--- config.mk ---
export PLATFORM = sky130hd
export DESIGN_NAME = tvn_div
export DESIGN_NICKNAME = d
export VERILOG_FILES = /design/src/rtl/tvn_pkg.sv /design/src/rtl/tvn_div.sv
export SDC_FILE = /design/constraint.sdc
export NUM_CORES = 1
export LEC_CHECK = 0
export BUFFER_PORTS_ARGS = -buffer_cell sky130_fd_sc_hd__clkbuf_2
export CORE_UTILIZATION = 50
export CTS_CLUSTER_SIZE = 40
export DETAILED_ROUTE_END_ITERATION = 6
export PLACE_DENSITY = 0.74
export SLEW_MARGIN = 0
export SYNTH_ARGS = -nofsm -noshare
export SYNTH_HDL_FRONTEND = slang
export SYNTH_SLANG_ARGS = --single-unit
--- constraint.sdc ---
create_clock -name clk -period 19.4 [get_ports clk]
set_clock_uncertainty 0.1 [all_clocks]
set_input_delay 3.88 -clock clk [delete_from_list [all_inputs] [get_ports clk]]
set_output_delay 3.88 -clock clk [all_outputs]
set_load 0.05 [all_outputs]
--- src/rtl/tvn_pkg.sv ---
package tvn_pkg;

	// Register indexes on the configuration port
	typedef enum logic [7:0] {
		CFG_RESOLUTION = 8'd0,
		CFG_PERIOD     = 8'd1
	} cfg_idx_t;

	localparam int RES_W    = 9;
	localparam int PER_W    = 7;
	localparam int COORD_W  = 8;
	localparam int POS_W    = COORD_W + PER_W;  // scaled position
	localparam int FRAC_W   = 16;
	localparam int QUO_W    = POS_W + FRAC_W;   // cell and fraction together
	localparam int CELL_W   = PER_W;            // cell index is below the period
	localparam int WGT_W    = FRAC_W + 1;
	localparam int VAL_W    = 32;               // corner and blend values, Q2.30

	localparam logic [RES_W-1:0] RES_RESET = 9'd64;
	localparam logic [PER_W-1:0] PER_RESET = 7'd4;

	// Lattice hash constants
	localparam logic [14:0] HASH_MUL_Y = 15'd57;
	localparam logic [14:0] HASH_MUL_Z = 15'd113;
	localparam int          HASH_SHIFT = 13;
	localparam logic [13:0] HASH_MUL_SQ = 14'd15731;
	localparam logic [31:0] HASH_ADD_SQ = 32'd789221;
	localparam logic [31:0] HASH_ADD_T  = 32'd1376312589;
	localparam logic [31:0] ONE_Q30     = 32'h4000_0000;

	// Smoothstep: 3 in Q2.16
	localparam logic [17:0] THREE_Q16 = 18'd196608;

	// Pipeline depth from request accept to result register
	localparam int LAT = 21;

	typedef struct packed {
		logic [COORD_W-1:0] voxel_x;
		logic [COORD_W-1:0] voxel_y;
		logic [COORD_W-1:0] voxel_z;
	} vox_t;

	typedef struct packed {
		logic [7:0] noise_byte;
		logic       out_of_range;
	} noise_t;

endpackage

--- src/rtl/tvn_div.sv ---
module tvn_div (
	input  logic                        clk,
	input  logic                        en,
	input  logic [tvn_pkg::POS_W-1:0]   num,
	input  logic [tvn_pkg::RES_W-1:0]   den,
	output logic [tvn_pkg::QUO_W-1:0]   quo
);
	import tvn_pkg::*;

	// Restoring division of num * 2^16 by den, up to four quotient bits per stage
	localparam int STEP = 4;
	localparam int NSTG = (QUO_W + STEP - 1) / STEP;

	logic [RES_W-1:0] rem_s [NSTG];
	logic [QUO_W:0]   quo_s [NSTG];
	logic [POS_W-1:0] num_s [NSTG];

	for (genvar k = 0; k < NSTG; k++) begin : g_stg
		logic [RES_W-1:0] rem_in;
		logic [QUO_W:0]   quo_in;
		logic [POS_W-1:0] num_in;
		logic [RES_W-1:0] rem_nx;
		logic [QUO_W:0]   quo_nx;

		if (k == 0) begin : g_first
			assign rem_in = '0;
			assign quo_in = '0;
			assign num_in = num;
		end else begin : g_next
			assign rem_in = rem_s[k-1];
			assign quo_in = quo_s[k-1];
			assign num_in = num_s[k-1];
		end

		always_comb begin
			logic [RES_W:0] trial;
			logic [QUO_W:0] dvd;
			int             idx;
			dvd    = {1'b0, num_in, {FRAC_W{1'b0}}};
			rem_nx = rem_in;
			quo_nx = quo_in;
			trial  = '0;
			for (int j = 0; j < STEP; j++) begin
				idx = QUO_W - 1 - STEP * k - j;
				if (idx >= 0) begin
					trial = {rem_nx, dvd[idx[4:0]]};
					if (trial >= {1'b0, den}) begin
						rem_nx = RES_W'(trial - {1'b0, den});
						quo_nx[idx[4:0]] = 1'b1;
					end else begin
						rem_nx = trial[RES_W-1:0];
					end
				end
			end
		end

		always_ff @(posedge clk) begin
			if (en) begin
				rem_s[k] <= rem_nx;
				quo_s[k] <= quo_nx;
				num_s[k] <= num_in;
			end
		end
	end

	assign quo = quo_s[NSTG-1][QUO_W-1:0];

endmodule

==> run summary <==
Dominant register cell in the synthesized netlist: edfxtp_1
Post-placement cell count: 2633
Fraction of synthesis flops using an asynchronous set or reset pin: 0%
Internal reg-to-reg setup slack: 9.57 ns
Area growth from synthesis to layout: 8.91%
Worst reg2reg endpoint: rem_s[6][6]
Worst Hold Path EP: quo_s[0][61]
Post-synth EDFFs: 227
Number of nets produced by synthesis: 2365
Slowest stage delay, CP: 0.55 ns
Clk sinks: 227
Initial antenna violation count: 0
Final weighted congestion in routability-driven placement: 0.965
Leading cell types by total area after synthesis: edfxtp_1 (33%), ha_1 (16%), mux2_2 (5.8%)
Hold-fix buffers, CTS: 0
Largest net degree at the start of global routing: 81
Post-Synthesis Cell Area: 20600 sq um
Routed length per instance: 18.3 um
Routed wire length: 49100 um
Filler cells: 3566
Postcts setup bufs: 0
Post-DRT Antenna Nets: 0
Fraction of final layout cells sized beyond drive strength 1: 12.9%
Root Buffer Master: clkbuf_16
Run status: finished, final reports clean
Detailed placer's ending HPWL: 35800 um
Number of iterations in the first detailed-routing pass: 5
Layout net count: 2435
Reg2reg path depth: 31
Hold violation total from the final report: 0
Fin crit period: 13.76 ns
Setup repair after global routing missed its margin: false
Number of top-level pins: 57
Largest area contributor in the netlist: edfxtp_1
Diodes inserted: 0
Critical path endpoint category: flop
Proportion of synthesized chip area in sequential cells: 33.1%
Number of cells upsized or downsized after cts: 0
Synthesized area divided by synthesized cell count: 10.0 sq um
Most common cell after layout, fill and taps aside: ha_1
Critical Path Fanout Max: 29
Reg2reg start: rem_s[5][4]
Peak clock frequency supported by timing: 72.7 MHz
Commonest cells after routing, fill and taps aside: ha_1 (260), edfxtp_1 (227), nor2_1 (146), a21oi_1 (119), o21ai_0 (108)
Post-Place Setup Slack: 5.19 ns
Clock Tree Buf Depth: 3
Instance count of the mapped netlist: 2060
Clock-pin slew of the registers on the worst-case setup and hold paths: 0.06 ns
Fin. max-slew vios: 0
Critical path required time: 19.59 ns
Distinct cell type count after synthesis: 81
Horizontal die dimension: 205 um
Worst-margin pin slew: 1.13 ns
Min-Delay Startpoint: quo_s[0][29]
Clock tree from TritonCTS: done
Slew headroom: 24.4%
Critical-path cell with the highest stage delay: a311oi_2
Total Die Area: 42000 sq um
Initial drt markers: 1131
Standard-cell row count: 74
Max-capacitance violation count: 0
Std-Cell Core Area: 40700 sq um
Hold path cells: 0
Least setup slack across all paths after layout: 5.64 ns
Die Y: 205 um
CP Launch Type: input pin
Skew-Pair Late Insertion Delay: 0.57 ns
Most used cell along the critical path: ha_1
H-Tree Depth: 1
Area of the multi-input gates: 13200 sq um
Non-filler cells in the finished layout: 2683
Wire length of the first global-routing pass: 80200 um
Vias in the first global route: 15900
Tot GR Track Use: 23.6%
# setup viols final: 0
Number of vias after detailed routing: 16300
Fraction of post-synthesis cell area in the top cell type by area: 33.1%
Initial core utilization: 50.6%
Drc violations: 0
Worst min-delay path category: flop to flop
Flop and latch count out of synthesis: 227
Setup CP Type: input pin to flop
Final setup TNS: 0 ns
Buffers added on ports: 56
Ratio of final minimum period to clock period: 70.9%
Total clock buffers created by CTS: 27
Worst path arrival time: 13.95 ns
Synthesis Warnings: 0
FF/Latch Area: 6820 sq um
Via density per instance: 6.07
Grt total ovfl: 0
-- critical path: cells and delay by family --
family | cells | cell delay (ns)
buf+inv | 7 | 1.64
fa+ha+maj | 4 | 1.45
compound gates | 19 | 5.50
mux | 1 | 0.30
simple gates | 5 | 1.12
-- worst max path at each step --
stage | start | end | slack, ns | cells past startpoint
after global placement | den[1] | rem_s[4][3] | 5.30 | 36
after global routing | den[0] | rem_s[6][6] | 4.81 | 36
after floorplan | den[1] | rem_s[6][2] | 6.18 | 41
after CTS | den[1] | rem_s[4][7] | 5.74 | 36
after detailed placement | den[1] | rem_s[4][3] | 5.19 | 36
final | den[1] | rem_s[4][7] | 5.64 | 36
-- stage by stage --
step	instance area [sq um]	hold WS, ns	util [%]
floorplan	20600	0.300	-
global placement	21600	0.300	53.0
detailed placement	21600	0.305	53.0
CTS	22500	0.312	55.1
global route	22500	0.321	55.1
finish	22500	0.312	55.1
-- registers in the layout, indices dropped and copies added, names as in the netlist --
name   cells
rem_s     63
num_s     21
quo_s    143
-- layer usage --
metal | up-vias | global-route usage (%) | part of all wire, %
li1 | 8017 | - | -
met4 | 0 | 7.94 | 3.0
met2 | 442 | 39.9 | 47
met1 | 7706 | 31.1 | 45
met3 | 113 | 2.72 | 5.1
met5 | - | 0 | 0
-- cell usage after synthesis (all sizes together) (35+ instances only) --
library cell  number
nor3              41
nand2            100
xnor2            102
mux2             107
a21o              85
edfxtp           227
o21ai            110
a211oi            38
nor2b             35
nand4             36
ha               260
xor2              58
inv              112
a21oi            121
nor2             146
-- cells by family after synthesis --
logic type / share of synthesized area [%]
multiplexers: 7.45
XOR/XNOR: 6.80
AO/OA/AOI/OAI: 19.8
flip-flops: 33.1
AND/OR/NAND/NOR: 12.5
adder cells (fa/ha/maj): 17.6
buffers and inverters: 2.80
-- layout make-up --
cell class	count	area share, %
inverter	113	1.89
sequential	227	30.4
clock buffer	31	3.08
tap	532	2.96
multi-input combinational	1681	58.9
timing repair buffer	80	2.10
clock inverter	19	0.713
Power is not shown: default switching activity piles up to over one toggle a cycle in this logic, so the estimate is an artifact.
