<file path="src/rtl/tvn_pkg.sv">
package tvn_pkg;

	// Register indexes on the configuration port
	typedef enum logic [7:0] {
		CFG_RESOLUTION = 8'd0,
		CFG_PERIOD     = 8'd1
	} cfg_idx_t;

	localparam int RES_W    = 9;
	localparam int PER_W    = 7;
	localparam int COORD_W  = 8;
	localparam int POS_W    = COORD_W + PER_W;  // scaled position
	localparam int FRAC_W   = 16;
	localparam int QUO_W    = POS_W + FRAC_W;   // cell and fraction together
	localparam int CELL_W   = PER_W;            // cell index is below the period
	localparam int WGT_W    = FRAC_W + 1;
	localparam int VAL_W    = 32;               // corner and blend values, Q2.30

	localparam logic [RES_W-1:0] RES_RESET = 9'd64;
	localparam logic [PER_W-1:0] PER_RESET = 7'd4;

	// Lattice hash constants
	localparam logic [14:0] HASH_MUL_Y = 15'd57;
	localparam logic [14:0] HASH_MUL_Z = 15'd113;
	localparam int          HASH_SHIFT = 13;
	localparam logic [13:0] HASH_MUL_SQ = 14'd15731;
	localparam logic [31:0] HASH_ADD_SQ = 32'd789221;
	localparam logic [31:0] HASH_ADD_T  = 32'd1376312589;
	localparam logic [31:0] ONE_Q30     = 32'h4000_0000;

	// Smoothstep: 3 in Q2.16
	localparam logic [17:0] THREE_Q16 = 18'd196608;

	// Pipeline depth from request accept to result register
	localparam int LAT = 21;

	typedef struct packed {
		logic [COORD_W-1:0] voxel_x;
		logic [COORD_W-1:0] voxel_y;
		logic [COORD_W-1:0] voxel_z;
	} vox_t;

	typedef struct packed {
		logic [7:0] noise_byte;
		logic       out_of_range;
	} noise_t;

endpackage

</file>
<file path="src/rtl/tvn_blend.sv">
module tvn_blend (
	input  logic                              clk,
	input  logic                              en,
	input  logic signed [tvn_pkg::VAL_W-1:0]  a,
	input  logic signed [tvn_pkg::VAL_W-1:0]  b,
	input  logic [tvn_pkg::WGT_W-1:0]         w,
	output logic signed [tvn_pkg::VAL_W-1:0]  r
);
	import tvn_pkg::*;

	// a + floor((b - a) * w / 2^16), equal to the two-term weighted sum
	logic signed [VAL_W:0]         diff_s1;
	logic signed [VAL_W-1:0]       a_s1;
	logic [WGT_W-1:0]              w_s1;
	logic signed [VAL_W+WGT_W+1:0] prod;
	logic signed [VAL_W-1:0]       r_s2;

	assign prod = diff_s1 * signed'({1'b0, w_s1});

	always_ff @(posedge clk) begin
		if (en) begin
			diff_s1 <= (VAL_W+1)'(b) - (VAL_W+1)'(a);
			a_s1    <= a;
			w_s1    <= w;
			r_s2    <= a_s1 + VAL_W'(prod >>> FRAC_W);
		end
	end

	assign r = r_s2;

endmodule

</file>
<file path="config.mk">
export PLATFORM = sky130hd
export DESIGN_NAME = tvn_blend
export DESIGN_NICKNAME = d
export VERILOG_FILES = /design/src/rtl/tvn_pkg.sv /design/src/rtl/tvn_blend.sv
export SDC_FILE = /design/constraint.sdc
export NUM_CORES = 2
export LEC_CHECK = 0
export BUFFER_PORTS_ARGS = -buffer_cell sky130_fd_sc_hd__buf_2
export CAP_MARGIN = 0
export CORE_ASPECT_RATIO = 0.6
export CORE_MARGIN = 2
export CORE_UTILIZATION = 30
export DETAILED_ROUTE_END_ITERATION = 16
export PLACE_DENSITY_LB_ADDON = 0.2
export SETUP_SLACK_MARGIN = 0.4
export SYNTH_ARGS = -nofsm -noshare
export SYNTH_HDL_FRONTEND = slang
export SYNTH_SLANG_ARGS = --single-unit
</file>
<file path="constraint.sdc">
create_clock -name clk -period 14.9 [get_ports clk]
set_clock_uncertainty 0.2 [all_clocks]
set_input_delay 2.98 -clock clk [delete_from_list [all_inputs] [get_ports clk]]
set_output_delay 2.98 -clock clk [all_outputs]
set_load 0.01 [all_outputs]
</file>
==> impl_metrics.csv <==
group,metric,value,unit
synth,synth_top_family_by_area,"adder cells",
clock_tree,cts_tree,"yes",
clock_tree,insertion_delay,0.51,ns
setup_path,r2r_start,"w_s1[9]",
setup_path,critPathLaunch,"w_s1[9]",
clock_tree,number_of_sinks_handled_by_clock_tree_synthesis,114,
setup_path,critical-path-top-cell-by-count,"sky130_fd_sc_hd__fa_1",
grt,grt_first_pass_wirelength,116000,µm
finish,synthToLayoutAreaGrowth,9.92,%
drt,remaining_routing_drc_violations,0,
setup_path,worst_setup_path_end_kind,"register",
drt,met2WireLength,28800,µm
hold_path,worstHoldPathType,"reg2reg",
synth,synthMuxAreaShare,0.0909,%
setup_path,timing.critical_path.arrival,10.13,ns
clock_tree,cts_setup_buffers,0,
synth,post-synth-top-area-fraction,41.7,%
timing,slew_violations,0,
drt,detail_route.wirelength.met1,38700,µm
synth,synthesis.nets,3382,
setup_path,rrSetupSlack,4.81,ns
grt,grt_antenna_before_repair,1,
clock_tree,postCtsHoldBufs,0,
clock_tree,cts-buffers-inserted,17,
floorplanning,floorplan.initialDensity,30.4,%
synth,yosys_register_bits,114,
finish,drive_above_1_share,7.44,%
finish,ff_latch_area,0.00342,mm²
grt,grt_start_max_net_pins,59,
synth,post_synth_num_cell_types,65,
synth,mappedNetlistArea,0.0248,mm²
synth,synth-main-ff-cell,"sky130_fd_sc_hd__edfxtp_1",
setup_path,critical_path.max_fanout,20,
synth,synth_simple_gate_area_share,14.6,%
setup_path,critPathKind,"reg2reg",
hold_path,min-delay-start,"a_s1[0]",
timing,clock.fmax,99.1,MHz
synth,synthesis.area_per_instance,9.50,µm²
floorplanning,floorplan.die_area,0.0850,mm²
floorplanning,die_height,227,µm
floorplanning,placement_rows,81,
drt,finalWirelength,73500,µm
setup_path,critPathLaunchType,"register",
drt,detail_route.wl_per_cell,19.4,µm
outcome,outcome,"finished clean",
grt,grt_use_total,18.4,%
synth,most_frequent_cell_after_synthesis,"sky130_fd_sc_hd__inv_1",
clock_tree,cts_repair_resize_count,0,
floorplanning,top_level_ports,115,
drt,top_signal_layer_used,"met5",
synth,number_of_warnings_printed_during_yosys_synthesis,0,
setup_path,max_stage_delay,0.82,ns
grt,grt_pass1_vias,19300,
clock_tree,clock_tree.root_cell,"sky130_fd_sc_hd__clkbuf_16",
timing,finalHoldViolations,0,
synth,synth_fa_ha_area_share,50.5,%
clock_tree,cts_buffer_depth,2,
clock_tree,number_of_h_tree_levels,4,
timing,period_minus_slack,10.09,ns
timing,post-route-period-util,67.7,%
placed_design,place.port_buffers,114,
floorplanning,core_area,0.0816,mm²
timing,worstMarginPinSlew,1.02,ns
drt,vias_per_std_cell,4.65,
timing,grt_setup_unrepaired,"false",
timing,max-slew-margin-rel,31.2,%
synth,post_synthesis_compound_gate_area_fraction,6.43,%
drt,drtAntennaViolNets,0,
setup_path,crit_path_top_delay_cell,"sky130_fd_sc_hd__edfxtp_1",
setup_path,cp_data_required_time,14.94,ns
timing,finalSetupTns,0,ns
grt,grt-ovfl-total,0,
placed_design,hpwl_dp,58400,µm
finish,nets,3462,
synth,synth_enable_flop_cells,114,
drt,total_vias_in_the_final_route,17600,
synth,library_cell_occupying_the_most_area_in_the_post_synthesis_netlist,"sky130_fd_sc_hd__fa_1",
synth,async_flop_share,0,%
synth,synth_common_cells,"648 x sky130_fd_sc_hd__inv_1, 516 x sky130_fd_sc_hd__fa_1, 344 x sky130_fd_sc_hd__nand2_1",
finish,fill_count,8355,
synth,netlist_instances,2608,
run,max-cap-violations,0,
timing,timing.final.setup_violations,0,
drt,detailedRoute.firstPassIterationCount,5,
synth,synth_seq_area_share,13.8,%
synth,synth.area.top_cells,"sky130_fd_sc_hd__fa_1 42%, sky130_fd_sc_hd__edfxtp_1 14%, sky130_fd_sc_hd__inv_1 9.8%",
drt,detailroute.wirelength.met3,5040,µm
synth,post_synth_xor_area_fraction,3.41,%
placed_design,gp_routability_congestion,0.850,
drt,drt_first_iter_violations,1245,
finish,multi_input_comb_area,0.0186,mm²
clock_tree,path_clk_slew,0.07,ns
floorplanning,die_w,375,µm
[final cells by class]
| cell class | count | share of cell area, % |
|---|---|---|
| clock inverters | 15 | 0.671 |
| clock buffers | 17 | 1.56 |
| repair buffers | 146 | 3.00 |
| well taps | 1079 | 4.96 |
| inverters | 648 | 8.93 |
| flip-flops and latches | 114 | 12.6 |
| diodes | 1 | 0.00919 |
| multi-input cells | 1761 | 68.3 |
[cell usage in the layout, fill, tap and decap left out, drive strengths merged, types with 8 or more instances in the layout]
cell / n
inv: 658
fa: 516
nand2: 344
and2: 247
ha: 175
buf: 146
edfxtp: 114
a21oi: 69
xnor2: 66
nor2: 61
a21o: 46
o21ai: 37
xor2: 28
nor3: 22
o21a: 19
clkbuf: 17
nor2b: 15
nand3: 14
and3: 9
a211oi: 9
nand2b: 8
o21bai: 8
[flip-flops by register name (all words and copies together) (netlist names)]
signal	count
w_s1	17
r	32
a_s1	32
diff_s1	33
[metal layers]
metal	vias to the layer above	global-route usage, %
li1	7989	-
met1	9057	28.9
met2	507	25.0
met3	42	4.61
met4	2	3.72
met5	-	0
[critical path, delay by kind of cell, from the launching register on]
kind,cells,cell delay (ns)
buffers and inverters,5,0.79
AO/OA/AOI/OAI,10,2.67
adder cells (fa/ha/maj),8,3.75
XOR/XNOR,2,0.61
AND/OR/NAND/NOR,7,0.94
flip-flops,1,0.82
[path summary, 6_finish.rpt]
kind,cells past startpoint,end
setup reg to reg,32,r[31]
hold / removal,1,r[0]
setup / recovery,32,r[31]
hold reg to reg,1,r[0]
[cells by family after synthesis]
logic type | count (synthesis)
AND/OR/NAND/NOR | 744
buffers and inverters | 733
adder cells (fa/ha/maj) | 691
AO/OA/AOI/OAI | 229
flip-flops | 114
XOR/XNOR | 95
multiplexers | 2
[per-stage QoR]
| step | util [%] | instances | hold slack (ns) | cell area [µm²] | setup WS (ns) |
|---|---|---|---|---|---|
| after global routing | 33.4 | 3780 | 0.375 | 27200 | 4.40 |
| after global placement | 32.6 | 3748 | 0.361 | 26600 | 4.97 |
| after CTS | 33.4 | 3780 | 0.356 | 27200 | 4.85 |
| after detailed placement | 32.6 | 3748 | 0.340 | 26600 | 4.90 |
| after floorplan | - | 2608 | 0.326 | 24800 | 6.65 |
| final | 33.4 | 3781 | 0.351 | 27200 | 4.81 |
Power is not shown: default switching activity piles up to over one toggle a cycle in this logic, so the estimate is an artifact.
