==> config.mk <==
export PLATFORM = sky130hd
export DESIGN_NAME = tvn_hash
export DESIGN_NICKNAME = d
export VERILOG_FILES = /design/src/rtl/tvn_pkg.sv /design/src/rtl/tvn_hash.sv
export SDC_FILE = /design/constraint.sdc
export NUM_CORES = 2
export LEC_CHECK = 0
export ABC_AREA = 1
export BUFFER_PORTS_ARGS = -buffer_cell sky130_fd_sc_hd__buf_2
export CAP_MARGIN = 5
export CORE_ASPECT_RATIO = 0.6
export CORE_MARGIN = 2
export CORE_UTILIZATION = 45
export DETAILED_ROUTE_END_ITERATION = 12
export GPL_ROUTABILITY_DRIVEN = 0
export HOLD_SLACK_MARGIN = 0.05
export PLACE_DENSITY = 0.57
export RECOVER_POWER = 100
export SLEW_MARGIN = 25
export SYNTH_ARGS = -nofsm -noshare
export SYNTH_HDL_FRONTEND = slang
export SYNTH_SLANG_ARGS = --single-unit
==> constraint.sdc <==
create_clock -name clk -period 8.6 [get_ports clk]
set_input_delay 1.29 -clock clk [delete_from_list [all_inputs] [get_ports clk]]
set_output_delay 1.29 -clock clk [all_outputs]
set_load 0.02 [all_outputs]
==> src/rtl/tvn_pkg.sv <==
package tvn_pkg;

	// Register indexes on the configuration port
	typedef enum logic [7:0] {
		CFG_RESOLUTION = 8'd0,
		CFG_PERIOD     = 8'd1
	} cfg_idx_t;

	localparam int RES_W    = 9;
	localparam int PER_W    = 7;
	localparam int COORD_W  = 8;
	localparam int POS_W    = COORD_W + PER_W;  // scaled position
	localparam int FRAC_W   = 16;
	localparam int QUO_W    = POS_W + FRAC_W;   // cell and fraction together
	localparam int CELL_W   = PER_W;            // cell index is below the period
	localparam int WGT_W    = FRAC_W + 1;
	localparam int VAL_W    = 32;               // corner and blend values, Q2.30

	localparam logic [RES_W-1:0] RES_RESET = 9'd64;
	localparam logic [PER_W-1:0] PER_RESET = 7'd4;

	// Lattice hash constants
	localparam logic [14:0] HASH_MUL_Y = 15'd57;
	localparam logic [14:0] HASH_MUL_Z = 15'd113;
	localparam int          HASH_SHIFT = 13;
	localparam logic [13:0] HASH_MUL_SQ = 14'd15731;
	localparam logic [31:0] HASH_ADD_SQ = 32'd789221;
	localparam logic [31:0] HASH_ADD_T  = 32'd1376312589;
	localparam logic [31:0] ONE_Q30     = 32'h4000_0000;

	// Smoothstep: 3 in Q2.16
	localparam logic [17:0] THREE_Q16 = 18'd196608;

	// Pipeline depth from request accept to result register
	localparam int LAT = 21;

	typedef struct packed {
		logic [COORD_W-1:0] voxel_x;
		logic [COORD_W-1:0] voxel_y;
		logic [COORD_W-1:0] voxel_z;
	} vox_t;

	typedef struct packed {
		logic [7:0] noise_byte;
		logic       out_of_range;
	} noise_t;

endpackage

==> src/rtl/tvn_hash.sv <==
module tvn_hash (
	input  logic                              clk,
	input  logic                              en,
	input  logic [tvn_pkg::CELL_W-1:0]        x,
	input  logic [tvn_pkg::CELL_W-1:0]        y,
	input  logic [tvn_pkg::CELL_W-1:0]        z,
	output logic signed [tvn_pkg::VAL_W-1:0]  val
);
	import tvn_pkg::*;

	logic [14:0] n;
	logic [27:0] n2;
	logic [55:0] sq_full;
	logic [45:0] inner_full;
	logic [59:0] t_full;
	logic [31:0] t_sum;

	logic [27:0] n_s1, n_s2, n_s3;
	logic [31:0] sq_s2;
	logic [31:0] inner_s3;
	logic signed [VAL_W-1:0] val_s4;

	// Stage 1: lattice index and shift-xor
	assign n  = 15'(x) + 15'(y) * HASH_MUL_Y + 15'(z) * HASH_MUL_Z;
	assign n2 = {n, {HASH_SHIFT{1'b0}}} ^ 28'(n);

	// Stage 2: square, stage 3: polynomial, stage 4: final product
	assign sq_full    = n_s1 * n_s1;
	assign inner_full = sq_s2 * HASH_MUL_SQ;
	assign t_full     = n_s3 * inner_s3;
	assign t_sum      = t_full[31:0] + HASH_ADD_T;

	always_ff @(posedge clk) begin
		if (en) begin
			n_s1     <= n2;
			n_s2     <= n_s1;
			sq_s2    <= sq_full[31:0];
			n_s3     <= n_s2;
			inner_s3 <= inner_full[31:0] + HASH_ADD_SQ;
			val_s4   <= signed'(ONE_Q30 - {1'b0, t_sum[30:0]});
		end
	end

	assign val = val_s4;

endmodule

==> impl_metrics.env <==
export IMPL_io_buffers=54
export IMPL_setup_viol=0
export IMPL_start_util_pct=45.3
export IMPL_dieArea_um2=90200
export IMPL_status="complete, but fails checks"
export IMPL_antenna_found_initial=1
export IMPL_tritoncts="done"
export IMPL_cts_sinks=142
export IMPL_viasPerCell=4.93
export IMPL_layout_nets=5723
export IMPL_cp_required_ps=8860
export IMPL_firstDrtPassIters=6
export IMPL_grt_pass1_wl_um=172000
export IMPL_crit_arrival_ps=8650
export IMPL_finalNonFillerCells=5589
export IMPL_cp_end_kind="register"
export IMPL_r2r_start="inner_s3[11]$_DFFE_PP_"
export IMPL_finalCritPeriodShare_pct=97.5
export IMPL_core_area_um2=87200
export IMPL_synth_cell_types=46
export IMPL_start_kind="register"
export IMPL_critical_path_max_fanout=11
export IMPL_vias=27600
export IMPL_synth_edf_count=142
export IMPL_routedWlPerCell_um=19.7
export IMPL_drc=0
export IMPL_grt_pass1_vias=28100
export IMPL_syn_area_um2=39500
export IMPL_area_delta_synth_final_pct=6.85
export IMPL_diodes=0
export IMPL_clock_latency_ps=520
export IMPL_grt_max_degree=80
export IMPL_cts_buffers=17
export IMPL_synthArstFlopShare_pct=0
export IMPL_syn_inst=4318
export IMPL_critPathLaunch="inner_s3[11]$_DFFE_PP_"
export IMPL_ant_nets=0
export IMPL_boundaryPins=55
export IMPL_grt_overflow_total=0
export IMPL_critPathKind="register to register"
export IMPL_most_common_layout_cells="inv_1 (1384), fa_1 (870), nand2_1 (752), ha_1 (415), edfxtp_1 (142)"
export IMPL_hold_class="register to register"
export IMPL_min_from="n_s2[26]$_DFFE_PP_"
export IMPL_final_common_cell="inv_1"
export IMPL_layout_drive_gt1_share_pct=3.66
export IMPL_cts_max_level=4
export IMPL_synth_main_ff_cell="edfxtp_1"
export IMPL_die_w_um=386
export IMPL_whs_ps=422
export IMPL_slew_headroom_pct=-214
export IMPL_die_h_um=233
export IMPL_clockBufferDepth=2
export IMPL_grt_util_all_layers_pct=25.6
export IMPL_clk_pin_slew_ps=70
export IMPL_synth_seq_cells=142
export IMPL_hold_violations=0
export IMPL_yosysWarnings=0
export IMPL_violations="capacitance limit, slew limit"
export IMPL_avgSynthCellArea_um2=9.15
export IMPL_wirelength_um=110000
export IMPL_drt_iter0_markers=2772
export IMPL_post_place_cells=5539
export IMPL_dpl_hpwl_um=95800
export IMPL_skew_ps=13.8
export IMPL_ys_seq_area_share_pct=10.8
export IMPL_layout_min_cycle_time_ps=8390
export IMPL_rows=84
export IMPL_cts_root_buffer="clkbuf_16"
export IMPL_fmax_ghz=0.119
export IMPL_cap_viol_max_count=2
export IMPL_finalMaxSlewViolations=145
export IMPL_worst_pin_slew_ps=4720
==> state kept, by name, indices dropped and copies added, names as in the netlist <==
register,cells
val,32
inner_s3,30
sq_s2,29
n_s1,17
n_s2,17
n_s3,17
==> synthesized netlist by cell type, drive strengths merged (2+ instances only) <==
library cell | count | share of area (%)
a211oi | 2 | 0.038
a21boi | 5 | 0.095
a21o | 7 | 0.13
a21oi | 112 | 1.4
a31oi | 3 | 0.048
buf | 11 | 0.13
clkbuf | 75 | 0.71
conb | 2 | 0.019
edfxtp | 142 | 11
fa | 870 | 44
ha | 415 | 13
inv | 1384 | 13
nand2 | 762 | 7.3
nand3 | 63 | 0.89
nand3b | 7 | 0.16
nand4 | 26 | 0.45
nor2 | 125 | 1.3
nor3 | 20 | 0.29
nor4 | 8 | 0.16
o2111ai | 5 | 0.11
o211ai | 2 | 0.038
o21a | 4 | 0.076
o21ai | 51 | 0.65
o21bai | 5 | 0.095
o221ai | 3 | 0.067
o31ai | 2 | 0.038
or2 | 6 | 0.095
xnor2 | 96 | 2.1
xor2 | 102 | 2.3
==> cell type report <==
class / count / area (um^2)
clock buffers: 17 / 425
clock inverters: 15 / 190
fillers: 8398 / 45000
inverters: 1384 / 5190
multi-input cells: 2728 / 29800
flip-flops and latches: 142 / 4260
well taps: 1161 / 1450
repair buffers: 142 / 911
==> through the flow <==
stage,setup WS [ps],utilization [%],setup TNS (ps),instance area [um^2]
after global routing,-12.0,48.4,-12.0,42200
after detailed placement,-104,47.6,-310,41500
after floorplan,1510,-,0,39600
final,214,48.4,0,42200
after global placement,-62.0,47.6,-160,41500
after CTS,8.37,48.4,0,42200
==> logic make-up (layout without fill, tap and decap cells) <==
family | count (synthesis) | in the layout | share of synthesized area (%)
flops | 142 | 142 | 10.8
other cells | 2 | 24 | 0.0190
xor+xnor | 198 | 198 | 4.39
simple gates | 1017 | 1017 | 10.7
buf+inv | 1470 | 1558 | 14.0
fa+ha+maj | 1285 | 1285 | 57.2
compound gates | 204 | 204 | 2.90
==> worst max-delay path, cell delays in order (launching register included) <==
cell      delay [ps]
edfxtp_1         550
buf_4            340
nand2_1          170
fa_1             520
inv_1             50
fa_1             480
fa_1             520
inv_1             50
fa_1             480
inv_1             60
fa_1             500
fa_1             510
fa_1             490
inv_1             50
fa_1             470
inv_1             40
ha_1             360
a21oi_1          320
a21oi_1          130
nor2_2           450
nand3_2          320
nand2_1          120
nand2_1          170
nor2_1           300
nand2_1          160
nor2_1           110
nand3_1          170
xor2_1           200
==> layer usage <==
metal | up-vias | track usage (%) | part of all wire, %
li1 | 12700 | - | -
met3 | 57 | 10.8 | 14
met5 | - | 0 | 0
met4 | 0 | 3.82 | 0.97
met2 | 1248 | 30.7 | 35
met1 | 13600 | 41.6 | 51
==> path summary, 6_finish.rpt <==
check / end / slack (ps) / depth (start not counted)
setup / recovery: val[24]$_DFFE_PP_ / 210 / 27
setup reg to reg: val[24]$_DFFE_PP_ / 210 / 27
hold / removal: n_s3[26]$_DFFE_PP_ / 420 / 0
hold reg to reg: n_s3[26]$_DFFE_PP_ / 420 / 0
==> repair_timing <==
action,in CTS,in global routing
hold buffers,0,0
resized for setup,0,3
setup buffers,7,11
setup endpoints to repair,4,11
Power is left out: the tool's default activity adds up to more than one toggle a clock period on the data nets, which glitch-free logic cannot reach.
